`src/sv/mhpq_pkg.sv`:
```
package mhpq_pkg;

   localparam int OP_W     = 2;
   localparam int STATUS_W = 2;
   localparam int CAP_W    = 7;
   localparam int COUNT_W  = 7;

   localparam logic [OP_W-1:0] OP_PUSH   = 2'd0;
   localparam logic [OP_W-1:0] OP_PEEK   = 2'd1;
   localparam logic [OP_W-1:0] OP_DELETE = 2'd2;

   localparam logic [STATUS_W-1:0] STATUS_OK    = 2'd0;
   localparam logic [STATUS_W-1:0] STATUS_FULL  = 2'd1;
   localparam logic [STATUS_W-1:0] STATUS_EMPTY = 2'd2;

   localparam logic [CAP_W-1:0] CAP_RESET = 7'd64;

   // commands from the controller to the datapath
   typedef struct packed {
      logic load_req;   // latch the request word
      logic push_init;  // new entry goes to the bottom slot
      logic set_full;
      logic set_empty;
      logic rd_top;     // read slot 0
      logic del_init;   // read top and last, drop the count
      logic up_read;    // read the parent
      logic up_move;    // parent moves down into the hole
      logic dn_read;    // read both children
      logic dn_move;    // larger child moves up into the hole
      logic place;      // moving entry lands in the hole
      logic peek_cap;   // top read data to the result
      logic del_cap;    // removed top to the result, last entry starts moving
      logic emit;       // result to the output register
   } cmd_type;

   // status from the datapath to the controller
   typedef struct packed {
      logic [OP_W-1:0] op;
      logic            full;
      logic            empty;
      logic            up_swap;
      logic            up_at_root;
      logic            dn_leaf;
      logic            dn_swap;
      logic            rsp_free;
   } stat_type;

endpackage

```
`src/sv/mhpq_ctrl.sv`:
```
module mhpq_ctrl (
   input  logic                clock,
   input  logic                reset,
   input  logic                req_valid,
   output logic                req_ready,
   input  mhpq_pkg::stat_type  stat,
   output mhpq_pkg::cmd_type   cmd
);

   localparam logic [3:0] S_IDLE     = 4'd0;
   localparam logic [3:0] S_DISPATCH = 4'd1;
   localparam logic [3:0] S_UP_RD    = 4'd2;
   localparam logic [3:0] S_UP_CMP   = 4'd3;
   localparam logic [3:0] S_PLACE    = 4'd4;
   localparam logic [3:0] S_PEEK     = 4'd5;
   localparam logic [3:0] S_DEL      = 4'd6;
   localparam logic [3:0] S_DN_RD    = 4'd7;
   localparam logic [3:0] S_DN_CMP   = 4'd8;
   localparam logic [3:0] S_FINISH   = 4'd9;

   logic [3:0] state_ff;
   logic [3:0] state_in;

   assign req_ready = (state_ff == S_IDLE);

   always_comb begin
      state_in = state_ff;
      cmd      = '0;
      case (state_ff)
         S_IDLE: begin
            if (req_valid) begin
               cmd.load_req = 1'b1;
               state_in     = S_DISPATCH;
            end
         end
         S_DISPATCH: begin
            case (stat.op)
               mhpq_pkg::OP_PUSH: begin
                  if (stat.full) begin
                     cmd.set_full = 1'b1;
                     state_in     = S_FINISH;
                  end else begin
                     cmd.push_init = 1'b1;
                     state_in      = stat.empty ? S_PLACE : S_UP_RD;
                  end
               end
               mhpq_pkg::OP_PEEK: begin
                  if (stat.empty) begin
                     cmd.set_empty = 1'b1;
                     state_in      = S_FINISH;
                  end else begin
                     cmd.rd_top = 1'b1;
                     state_in   = S_PEEK;
                  end
               end
               mhpq_pkg::OP_DELETE: begin
                  if (stat.empty) begin
                     cmd.set_empty = 1'b1;
                     state_in      = S_FINISH;
                  end else begin
                     cmd.del_init = 1'b1;
                     state_in     = S_DEL;
                  end
               end
               default: begin
                  state_in = S_FINISH;
               end
            endcase
         end
         S_UP_RD: begin
            cmd.up_read = 1'b1;
            state_in    = S_UP_CMP;
         end
         S_UP_CMP: begin
            if (stat.up_swap) begin
               cmd.up_move = 1'b1;
               state_in    = stat.up_at_root ? S_PLACE : S_UP_RD;
            end else begin
               cmd.place = 1'b1;
               state_in  = S_FINISH;
            end
         end
         S_PLACE: begin
            cmd.place = 1'b1;
            state_in  = S_FINISH;
         end
         S_PEEK: begin
            cmd.peek_cap = 1'b1;
            state_in     = S_FINISH;
         end
         S_DEL: begin
            cmd.del_cap = 1'b1;
            state_in    = stat.empty ? S_FINISH : S_DN_RD;
         end
         S_DN_RD: begin
            if (stat.dn_leaf) begin
               cmd.place = 1'b1;
               state_in  = S_FINISH;
            end else begin
               cmd.dn_read = 1'b1;
               state_in    = S_DN_CMP;
            end
         end
         S_DN_CMP: begin
            if (stat.dn_swap) begin
               cmd.dn_move = 1'b1;
               state_in    = S_DN_RD;
            end else begin
               cmd.place = 1'b1;
               state_in  = S_FINISH;
            end
         end
         S_FINISH: begin
            if (stat.rsp_free) begin
               cmd.emit = 1'b1;
               state_in = S_IDLE;
            end
         end
         default: begin
            state_in = S_IDLE;
         end
      endcase
   end

   always_ff @(posedge clock) begin
      if (reset) begin
         state_ff <= S_IDLE;
      end else begin
         state_ff <= state_in;
      end
   end

endmodule

```
`config.mk`:
```
export PLATFORM = sky130hd
export DESIGN_NAME = mhpq_ctrl
export DESIGN_NICKNAME = d
export VERILOG_FILES = /design/src/sv/mhpq_pkg.sv /design/src/sv/mhpq_ctrl.sv
export SDC_FILE = /design/constraint.sdc
export NUM_CORES = 1
export LEC_CHECK = 0
export BUFFER_PORTS_ARGS = -buffer_cell sky130_fd_sc_hd__buf_4
export CAP_MARGIN = 20
export CORE_MARGIN = 4
export CORE_UTILIZATION = 45
export DETAILED_ROUTE_END_ITERATION = 10
export GPL_TIMING_DRIVEN = 0
export PLACE_DENSITY = 0.77
export SLEW_MARGIN = 25
export SYNTH_ARGS = -nofsm -noshare
export SYNTH_HDL_FRONTEND = slang
export SYNTH_SLANG_ARGS = --single-unit
```
`constraint.sdc`:
```
create_clock -name clock -period 1.81 [get_ports clock]
set_clock_uncertainty 0.05 [all_clocks]
set_input_delay 0.181 -clock clock [delete_from_list [all_inputs] [get_ports clock]]
set_output_delay 0.181 -clock clock [all_outputs]
set_load 0.1 [all_outputs]
```
==> out/results.ini, run 1 <==
[synth]
synth_compound_area_share_pct = 29.8
yosysSeqAreaShare_pct = 13.1
synth_cell_type_count = 31
ys_async_sr_fraction_pct = 0
synthCells = 88
yosys_warnings = 0
ys_ff_latch = 4
syn_avg_cell_area_um2 = 6.92
ys.flop_type = dfxtp_1
synth-xor-area-share_pct = 0
synth_top_family_by_area = simple AND/OR/NAND/NOR gates
synthAdderAreaFrac_pct = 10.3
muxShareOfSynthArea_pct = 1.64
syn_nets = 105
synth_top_area_share_pct = 13.1
synth_largest_area_cell = dfxtp_1
synth_area_um2 = 609
synth_top_cells_by_area = dfxtp_1 (13%), ha_1 (10%), a21oi_1 (7.4%)
synth_edf_count = 0
synthSimpleGateAreaFrac_pct = 35.9

[cts]
root_buffer = clkbuf_4
cts.sinks = 4
clockBufferDepth = 2
htreeDepth = 1
hold_buffers = 0
cts_buffers = 3

[die]
rows = 12
start_util_pct = 51.4
ios = 27
die_h_um = 44.8
die_w_um = 44.8

[sta]
repair-timing-grt-worst-ep = cmd[9]
endpoint_type = top-level output

[placed_design]
dp_hpwl_um = 1510
portBuffers = 25
placed_area_um2 = 930
gp_congestion = 0.886

[global_route]
antenna_found_initial = 0
grt_max_degree = 11

[run_status]
outcome = did not finish
error_line = [ERROR DPL-0033] detailed placement checks failed during check placement.
haltStage = global routing

==> synth_stat cells (2+ instances only) <==
cell type / number
or4bb_1: 2
ha_1: 5
nor2_1: 9
and3_1: 2
a21oi_1: 9
inv_1: 7
nand2_1: 7
dfxtp_1: 4
clkbuf_1: 5
o21ai_0: 7
nor3_1: 5
or4_1: 2
nand2b_1: 3
nor2b_1: 2
and2_1: 3
==> what timing repair did <==
item	4_1_cts
pin swaps	4
endpoints found under the setup margin	10
setup buffers	5
resized for setup	33
==> cells by family after synthesis <==
logic type | Yosys count
buf+inv | 13
mux | 1
flops | 4
fa+ha+maj | 5
simple gates | 39
compound gates | 26
==> metrics by stage <==
stage                     std cells  hold WS (ns)  TNS, ns  utilization [%]  setup WS (ns)
after detailed placement        127         0.337  -0.0881             78.4        -0.0515
after CTS                       135        0.0801   -0.275             93.5         -0.113
after floorplan                  88         0.193    -1.44                -         -0.540
after global placement          127         0.333  -0.0395             78.4        -0.0247
==> run 2, diff against run 1 <==
- CORE_AREA: default -> 4 4 65 67
- CORE_MARGIN: 4 -> default
- CORE_UTILIZATION: 45 -> default
- DIE_AREA: default -> 0 0 69 71
- PLACE_DENSITY: 0.77 -> default
- PLACE_DENSITY_LB_ADDON: default -> 0.15
==> out/results.ini, run 2 <==
[run_status]
outcome = finished, violations left  ; was did not finish
violations = negative setup slack

[detailed_routing]
drt_iter0_drc = 21
routed_wl_um = 2020
wl_per_cell_um = 12.2
vias = 734
drtAntennaViolNets = 0
firstDrtPassIters = 4
avgViaCountPerCell = 4.42
drc_errors = 0

[setup_path]
worstPathCellList = or4b_4 -> buf_12 -> nor2_4 -> and2_4 -> buf_12
crit_path_start = state_ff[2]
path_common_cell = buf_12
crit_path_start_kind = register
cp_slowest_cell = or4b_4
cp-end-kind = primary output
reg2regPathDepth = 6
r2r_slack_ns = -0.03
crit_fanout = 7
crit_required_ns = 1.58
cp.arrival_ns = 1.65
rr_startpoint = state_ff[2]
endpoint = cmd[9]
slowest_delay_ns = 0.53
r2r-end = state_ff[0]
timing_worst_setup_path_type = register to primary output

[sta]
setup_ws_ns = -0.0706
period_minus_slack_ns = 1.88
worst_pin_slew_ns = 0.553
max_freq_mhz = 532
finalHoldViolCount = 0
finalSetupViolCount = 3
slew_headroom_pct = 63.1
drv_slew = 0
period_share_pct = 104
grt_setup_unrepaired = yes

[die]
die_w_um = 69  ; was 44.8 µm
ios = 27  ; unchanged
start_util_pct = 16.8  ; was 51.4%
core_um2 = 3630
die_h_um = 71  ; was 44.8 µm
rows = 22  ; was 12
dieArea_um2 = 4900

[min_path]
min_path_type = input port to register

[synth]
ys_ff_latch = 4  ; unchanged
syn_nets = 105  ; unchanged
synth_top_cells_by_area = dfxtp_1 (13%), ha_1 (10%), a21oi_1 (7.4%)  ; unchanged
yosysSeqAreaShare_pct = 13.1  ; unchanged
synth_area_um2 = 609  ; unchanged
syn_avg_cell_area_um2 = 6.92  ; unchanged
ys.flop_type = dfxtp_1  ; unchanged
synth_cell_type_count = 31  ; unchanged
synth_edf_count = 0  ; unchanged
synth_largest_area_cell = dfxtp_1  ; unchanged
synth_top_area_share_pct = 13.1  ; unchanged
yosys-top-cells-count = a21oi_1 (9), nor2_1 (9), inv_1 (7), nand2_1 (7), o21ai_0 (7)  ; unchanged
ys_async_sr_fraction_pct = 0  ; unchanged
yosys_warnings = 0  ; unchanged
synthCells = 88  ; unchanged

[global_route]
grt_pass1_vias = 765
grt_max_degree = 11
grt_pass1_wl_um = 3470
overflow = 0
antenna_found_initial = 0
grt_usage_pct = 8.50

[power]
leakage_nw = 0.458
totalPowerFinal_w = 0.00136
max-vdd-ir-drop_mv = 1.07
power_per_cell_area_nw_per_um2 = 1190

[cts]
cts_tree = built
htreeDepth = 1  ; unchanged
clock_latency_ns = 0.21
cts.sinks = 4  ; unchanged
clkTransAtPathRegs_ns = 0.03
hold_buffers = 0  ; unchanged
cts_buffers = 3  ; unchanged
clockBufferDepth = 2  ; unchanged
root_buffer = clkbuf_8  ; was clkbuf_4

[layout]
mostFrequentLayoutCells = buf_4 (20), a21oi_1 (9), inv_1 (7), buf_12 (7)
areaGrowthSynthToFinish_pct = 87.7
top_regs = state_ff: 4 flops
finalNetCount = 137
multiInputGateArea_um2 = 587
antenna_cells = 0
drive_above_1_share_pct = 50.8
largest_reg_flops = 4
ff_latch_area_um2 = 86.3
nFillCells = 405
final_common_cell = buf_4
largest_register = state_ff
final_util_pct = 31.5

[placed_design]
gp_congestion = 0.734  ; was 0.886
dp_hpwl_um = 1580  ; was 1510 µm
portBuffers = 25  ; unchanged

[run]
cap_violations = 0

==> run 2: cell counts after synthesis <==
Identical to the previous run, type by type.
==> run 2: worst max-delay path: cells and delay by family (launching register included) <==
kind | cells | cell delay, ns
buffers and inverters | 2 | 0.32
flip-flops | 1 | 0.35
AND/OR/NAND/NOR | 3 | 0.76
==> run 2: final cells by class <==
type	count	share of cell area (%)
flip-flops and latches	4	7.55
multi-input cells	71	51.3
plain buffers	6	5.36
clock buffers	3	3.61
repair buffers	27	24.6
inverters	7	2.30
well taps	48	5.25
==> run 2: worst min path at each step <==
stage | from | slack, ns | cells after the start | endpoint
floorplan | reset | 0.19 | 1 | state_ff[3]
global route | reset | 0.13 | 2 | state_ff[2]
finish | reset | 0.12 | 2 | state_ff[2]
global placement | reset | 0.35 | 2 | state_ff[2]
CTS | reset | 0.12 | 2 | state_ff[2]
detailed placement | reset | 0.35 | 2 | state_ff[2]
==> run 2: per-layer routing <==
metal	global-route usage (%)	vias to the layer above	part of all wire [%]
met5	0	-	0
met4	1.30	0	0
met3	2.98	0	7.4
met2	14.5	25	45
met1	10.5	335	47
li1	-	374	-
==> run 2: stage by stage <==
step | instances | setup WS [ns] | instance area, µm² | setup TNS [ns] | hold slack [ns]
CTS | 166 | -0.0790 | 1120 | -0.184 | 0.118
detailed placement | 161 | -0.103 | 972 | -0.223 | 0.349
floorplan | 88 | -0.540 | 724 | -1.44 | 0.193
global route | 166 | -0.111 | 1140 | -0.341 | 0.126
finish | 166 | -0.0706 | 1140 | -0.130 | 0.121
global placement | 161 | -0.0897 | 972 | -0.175 | 0.349
==> run 2: cell families (layout without fill, tap and decap cells) <==
family          Yosys count  count (layout)  share of synthesized area [%]
compound gates           26              26                           29.8
fa+ha+maj                 5               5                           10.3
buf+inv                  13              43                           9.24
flops                     4               4                           13.1
mux                       1               1                           1.64
simple gates             39              39                           35.9
==> run 2: power by group <==
part / switching [W] / leakage, nW / total [W] / internal, W
registers: 0.0000273 / 0.0342 / 0.000143 / 0.000116
clock network: 0.0000399 / 0.0216 / 0.000181 / 0.000141
logic: 0.000677 / 0.403 / 0.00104 / 0.000363
total: 0.000744 / 0.458 / 0.00136 / 0.000620
==> run 2: repair_timing <==
item	4_1_cts	5_1_grt
pin swaps	1	4
gates resized for setup	26	6
setup buffers	2	0
endpoints found under the setup margin	10	11
endpoints found under the hold margin	0	0
No activity file was read; power rests on OpenSTA's default activity.
==> run 3, diff against run 2 <==
- BUFFER_PORTS_ARGS: -buffer_cell sky130_fd_sc_hd__buf_4 -> default
- DONT_BUFFER_PORTS: default -> 1
==> out/results.ini, run 3 (synthesis gave the netlist of run 2 again) <==
[setup_path]
worstPathCellList = or4b_4 -> nor3_4  ; was or4b_4 -> buf_12 -> nor2_4 -> and2_4 -> buf_12
slowest_delay_ns = 0.77  ; was 0.53 ns
crit_path_start_kind = register  ; unchanged
crit_required_ns = 1.58  ; about the same
cp-end-kind = primary output  ; unchanged
timing_worst_setup_path_type = register to primary output  ; unchanged
cp_slowest_cell = nor3_4  ; was or4b_4
crit_fanout = 4  ; was 7
cp.arrival_ns = 1.89  ; was 1.65 ns

[die]
die_h_um = 71  ; unchanged
start_util_pct = 16.8  ; unchanged
core_um2 = 3630  ; unchanged
die_w_um = 69  ; unchanged
rows = 22  ; unchanged
dieArea_um2 = 4900  ; unchanged
ios = 27  ; unchanged

[sta]
period_minus_slack_ns = 2.12  ; was 1.88 ns
grt_setup_unrepaired = yes  ; unchanged
slew_headroom_pct = 33.5  ; was 63.1%
finalHoldViolCount = 0  ; unchanged
period_share_pct = 117  ; was 104%
max_freq_mhz = 472  ; was 532 MHz
finalSetupViolCount = 10  ; was 3
setup_tns_ns = -1.73  ; was -0.130 ns
setup_ws_ns = -0.308  ; was -0.0706 ns
timing.hold.ws_ns = 0.0253  ; was 0.121 ns
worst_pin_slew_ns = 0.994  ; was 0.553 ns
drv_slew = 0  ; unchanged

[power]
leakage_nw = 0.389  ; was 0.458 nW
max-vdd-ir-drop_mv = 1.29  ; was 1.07 mV
totalPowerFinal_w = 0.00139  ; was 0.00136 W
power_per_cell_area_nw_per_um2 = 1320  ; was 1190 nW/µm²

[layout]
drive_above_1_share_pct = 52.4  ; was 50.8%
layout.cells.non_filler = 151  ; was 166
areaGrowthSynthToFinish_pct = 72.9  ; was 87.7%
finalNetCount = 122  ; was 137
mostFrequentLayoutCells = buf_4 (9), a21oi_1 (9), nor2_4 (6)  ; was buf_4 (20), a21oi_1 (9), inv_1 (7), buf_12 (7)
top_regs = state_ff: 4 flops  ; unchanged
largest_reg_flops = 4  ; unchanged
antenna_cells = 0  ; unchanged
largest_register = state_ff  ; unchanged

[cts]
clock_latency_ns = 0.21  ; about the same
cts.sinks = 4  ; unchanged
htreeDepth = 1  ; unchanged
root_buffer = clkbuf_8  ; unchanged
clkTransAtPathRegs_ns = 0.03  ; about the same
cts_buffers = 3  ; unchanged
clockBufferDepth = 2  ; unchanged
cts_tree = built  ; unchanged

[run_status]
outcome = finished, violations left  ; unchanged
violations = negative setup slack  ; unchanged

[global_route]
antenna_found_initial = 0  ; unchanged
grt_pass1_vias = 780  ; was 765
overflow = 0  ; unchanged
grt_max_degree = 11  ; unchanged
grt_usage_pct = 8.88  ; was 8.50%
grt_pass1_wl_um = 3620  ; was 3470 µm

[detailed_routing]
vias = 696  ; was 734
firstDrtPassIters = 3  ; was 4
routed_wl_um = 2190  ; was 2020 µm
drt_iter0_drc = 17  ; was 21
drc_errors = 0  ; unchanged
avgViaCountPerCell = 4.61  ; was 4.42
drtAntennaViolNets = 0  ; unchanged
wl_per_cell_um = 14.5  ; was 12.2 µm

[placed_design]
gp_congestion = 0.739  ; was 0.734
portBuffers = 0  ; was 25
dp_slack_ns = -0.520  ; was -0.103 ns
dp_hpwl_um = 1540  ; was 1580 µm
dp.cells = 137  ; was 161

[run]
cap_violations = 0  ; unchanged

[min_path]
min_path_type = input port to register  ; unchanged

## run 3: changes by cell type in the layout (fill, tap and decap cells not counted), sizes merged
cell         delta
clkbuf          -2
buf            -14
dlygate4sd3     +1
## run 3: where the power goes
part | internal (W) | total [W] | switching, W
sequential | 0.000118 | 0.000143 | 0.0000241
combinational | 0.000352 | 0.00106 | 0.000709
clock | 0.000142 | 0.000185 | 0.0000438
## run 3: layout make-up
class                           instances  area [µm²]
Buffer                                  4        51.3
Fill cell                             409        2580
Clock buffer                            3        41.3
Timing Repair Buffer                   14         130
Multi-Input combinational cell         71         649
Inverter                                7        31.3
Sequential cell                         4        90.1
Tap cell                               48        60.1
## run 3: metal layers
layer  up-vias  track usage [%]  share of wire [%]
li1        348                -                  -
met1       327             11.8                 46
met2        21             14.0                 47
met3         0             3.84                6.9
met4         0            0.651                  0
met5         -                0                  0
## run 3: worst paths after layout
path                                  start     endpoint  slack (ns)  depth (start not counted)
worst min-delay path                  reset  state_ff[0]        0.03                          1
worst max register to register  state_ff[3]  state_ff[0]        0.04                          5
worst min register to register  state_ff[1]  state_ff[1]        0.60                          3
worst max-delay path            state_ff[3]       cmd[8]       -0.31                          2
## run 3: critical path, delay by kind of cell (launching register included)
kind / cells / cell delay, ns
and+or+nand+nor: 2 / 1.33
DFF: 1 / 0.34
## run 3: what timing repair did
action	4_1_cts	5_1_grt
buffers inserted	10	2
pin swaps	11	8
endpoints found under the setup margin	12	15
resized for setup	23	21
endpoints found under the hold margin	3	0
hold buffers	1	0
## run 3: through the flow
stage | utilization (%) | cell area, µm²
after floorplan | - | 724
after global placement | 21.6 | 785
after detailed placement | 22.2 | 806
after CTS | 28.2 | 1020
after global routing | 29.0 | 1050
final | 29.0 | 1050
==> run 4, diff against run 3 <==
- CTS_CLUSTER_DIAMETER: default -> 120
- MAX_ROUTING_LAYER: default -> met4
==> out/results.ini, run 4 (synthesis gave the netlist of run 2 again) <==
[setup_path]
worstPathCellList = or4b_4 -> nor3_4  ; unchanged
crit_buf_inv = 0  ; unchanged
crit_required_ns = 1.58  ; about the same
crit_fanout = 4  ; unchanged
cp-end-kind = primary output  ; unchanged
cp_slowest_cell = nor3_4  ; unchanged
path_delay_family = simple AND/OR/NAND/NOR gates  ; unchanged
reg2regPathDepth = 5  ; unchanged
crit_path_start = state_ff[3]  ; unchanged
timing_worst_setup_path_type = register to primary output  ; unchanged
crit_path_start_kind = register  ; unchanged
rr_startpoint = state_ff[3]  ; unchanged
cp.arrival_ns = 1.89  ; about the same
slowest_delay_ns = 0.77  ; about the same
r2r-end = state_ff[0]  ; unchanged
r2r_slack_ns = 0.04  ; about the same

[sta]
period_minus_slack_ns = 2.12  ; about the same
finalSetupViolCount = 10  ; unchanged
setup_tns_ns = -1.73  ; about the same
worst_pin_slew_ns = 0.994  ; unchanged
grt_setup_unrepaired = yes  ; unchanged
slew_headroom_pct = 33.5  ; unchanged
drv_slew = 0  ; unchanged
setup_ws_ns = -0.308  ; about the same
period_share_pct = 117  ; about the same
max_freq_mhz = 472  ; about the same
finalHoldViolCount = 0  ; unchanged

[detailed_routing]
vias = 697  ; was 696
routed_wl_um = 2190  ; about the same
avgViaCountPerCell = 4.62  ; was 4.61
drtAntennaViolNets = 0  ; unchanged
firstDrtPassIters = 3  ; unchanged
drc_errors = 0  ; unchanged
wl_per_cell_um = 14.5  ; about the same
drt_iter0_drc = 16  ; was 17

[global_route]
grt_max_degree = 11  ; unchanged
grt_usage_pct = 9.18  ; was 8.88%
grt_pass1_wl_um = 3630  ; was 3620 µm
grt_pass1_vias = 778  ; was 780
antenna_found_initial = 0  ; unchanged
overflow = 0  ; unchanged

[cts]
root_buffer = clkbuf_8  ; unchanged
clock_latency_ns = 0.21  ; about the same
cts_tree = built  ; unchanged
cts_buffers = 3  ; unchanged
cts.sinks = 4  ; unchanged
htreeDepth = 1  ; unchanged
clkTransAtPathRegs_ns = 0.03  ; about the same
clockBufferDepth = 2  ; unchanged

[layout]
top_regs = state_ff: 4 flops  ; unchanged
areaGrowthSynthToFinish_pct = 72.9  ; unchanged
antenna_cells = 0  ; unchanged
drive_above_1_share_pct = 52.4  ; unchanged
nFillCells = 409  ; unchanged
largest_register = state_ff  ; unchanged
final_util_pct = 29.0  ; unchanged
final_area_um2 = 1050  ; unchanged
mostFrequentLayoutCells = buf_4 (9), a21oi_1 (9), nor2_4 (6)  ; unchanged
finalNetCount = 122  ; unchanged
largest_reg_flops = 4  ; unchanged
layout.cells.non_filler = 151  ; unchanged

[run_status]
outcome = finished, violations left  ; unchanged
violations = negative setup slack  ; unchanged

[placed_design]
portBuffers = 0  ; unchanged
placed_area_um2 = 806  ; unchanged
dp_slack_ns = -0.520  ; unchanged
gp_congestion = 0.749  ; was 0.739
dp_hpwl_um = 1540  ; unchanged
dp.cells = 137  ; unchanged

[power]
power.internal_w = 0.000612  ; about the same
switchingPower_w = 0.000777  ; about the same
max-vdd-ir-drop_mv = 1.29  ; about the same
p_comb_share_pct = 76.4  ; about the same
p_sw_share_pct = 55.9  ; about the same
sequentialPowerShare_pct = 10.2  ; was 10.3%
leakage_nw = 0.389  ; unchanged
pwr-share-clk_pct = 13.3  ; about the same
power_per_cell_area_nw_per_um2 = 1320  ; about the same

[min_path]
hold_path_end = state_ff[0]  ; unchanged
hold_start = reset  ; unchanged
holdPathStages = 1  ; unchanged
min_path_type = input port to register  ; unchanged

[die]
rows = 22  ; unchanged
dieArea_um2 = 4900  ; unchanged
start_util_pct = 16.8  ; unchanged
die_w_um = 69  ; unchanged
ios = 27  ; unchanged
die_h_um = 71  ; unchanged
core_um2 = 3630  ; unchanged

[run]
cap_violations = 0  ; unchanged

[run 4: cell counts in the layout (fill, tap and decap cells not counted)]
No cell type changed its count.
[run 4: worst max-delay path by stage]
stage / end / slack (ns) / depth (start not counted)
after global placement: cmd[13] / -0.66 / 3
after floorplan: cmd[13] / -0.54 / 3
final: cmd[8] / -0.31 / 2
after detailed placement: cmd[3] / -0.52 / 5
after global routing: cmd[8] / -0.36 / 2
after CTS: cmd[8] / -0.46 / 3
[run 4: final cells by class]
cell class | instances | area, µm² | share of cell area (%)
Buffer | 4 | 51.3 | 4.87
Multi-Input combinational cell | 71 | 649 | 61.6
Timing Repair Buffer | 14 | 130 | 12.4
Inverter | 7 | 31.3 | 2.97
Clock buffer | 3 | 41.3 | 3.92
Sequential cell | 4 | 90.1 | 8.55
Tap cell | 48 | 60.1 | 5.70
[run 4: power by group through the flow]
stage | logic [W] | clock network (W) | registers (W)
final | 0.00106 | 0.000185 | 0.000142
after CTS | 0.00106 | 0.000190 | 0.000138
after global placement | 0.000839 | 0 | 0.000140
after floorplan | 0.000763 | 0 | 0.000130
after detailed placement | 0.000889 | 0 | 0.000140
after global routing | 0.00112 | 0.000199 | 0.000145
[run 4: per-stage QoR]
step | hold WS (ns) | power (W)
global placement | 0.203 | 0.000979
finish | 0.0251 | 0.00139
floorplan | 0.193 | 0.000893
detailed placement | 0.203 | 0.00103
global route | 0.0224 | 0.00146
CTS | 0.0323 | 0.00139
[run 4: what timing repair did]
action                     4_1_cts  5_1_grt
setup endpoints to repair       12       15
hold endpoints to repair         3        0
hold buffers                     1        0
pin swaps                       11        8
gates cloned                     0        0
resized for setup               23       21
buffers inserted                10        2
[run 4: per-layer routing]
| metal | up-vias | share of wire [%] | GRT usage (%) |
|---|---|---|---|
| met5 | - | 0 | - |
| met4 | 0 | 0 | 0.651 |
| met3 | 0 | 6.1 | 3.55 |
| met2 | 21 | 47 | 14.0 |
| met1 | 327 | 47 | 12.0 |
| li1 | 349 | - | - |
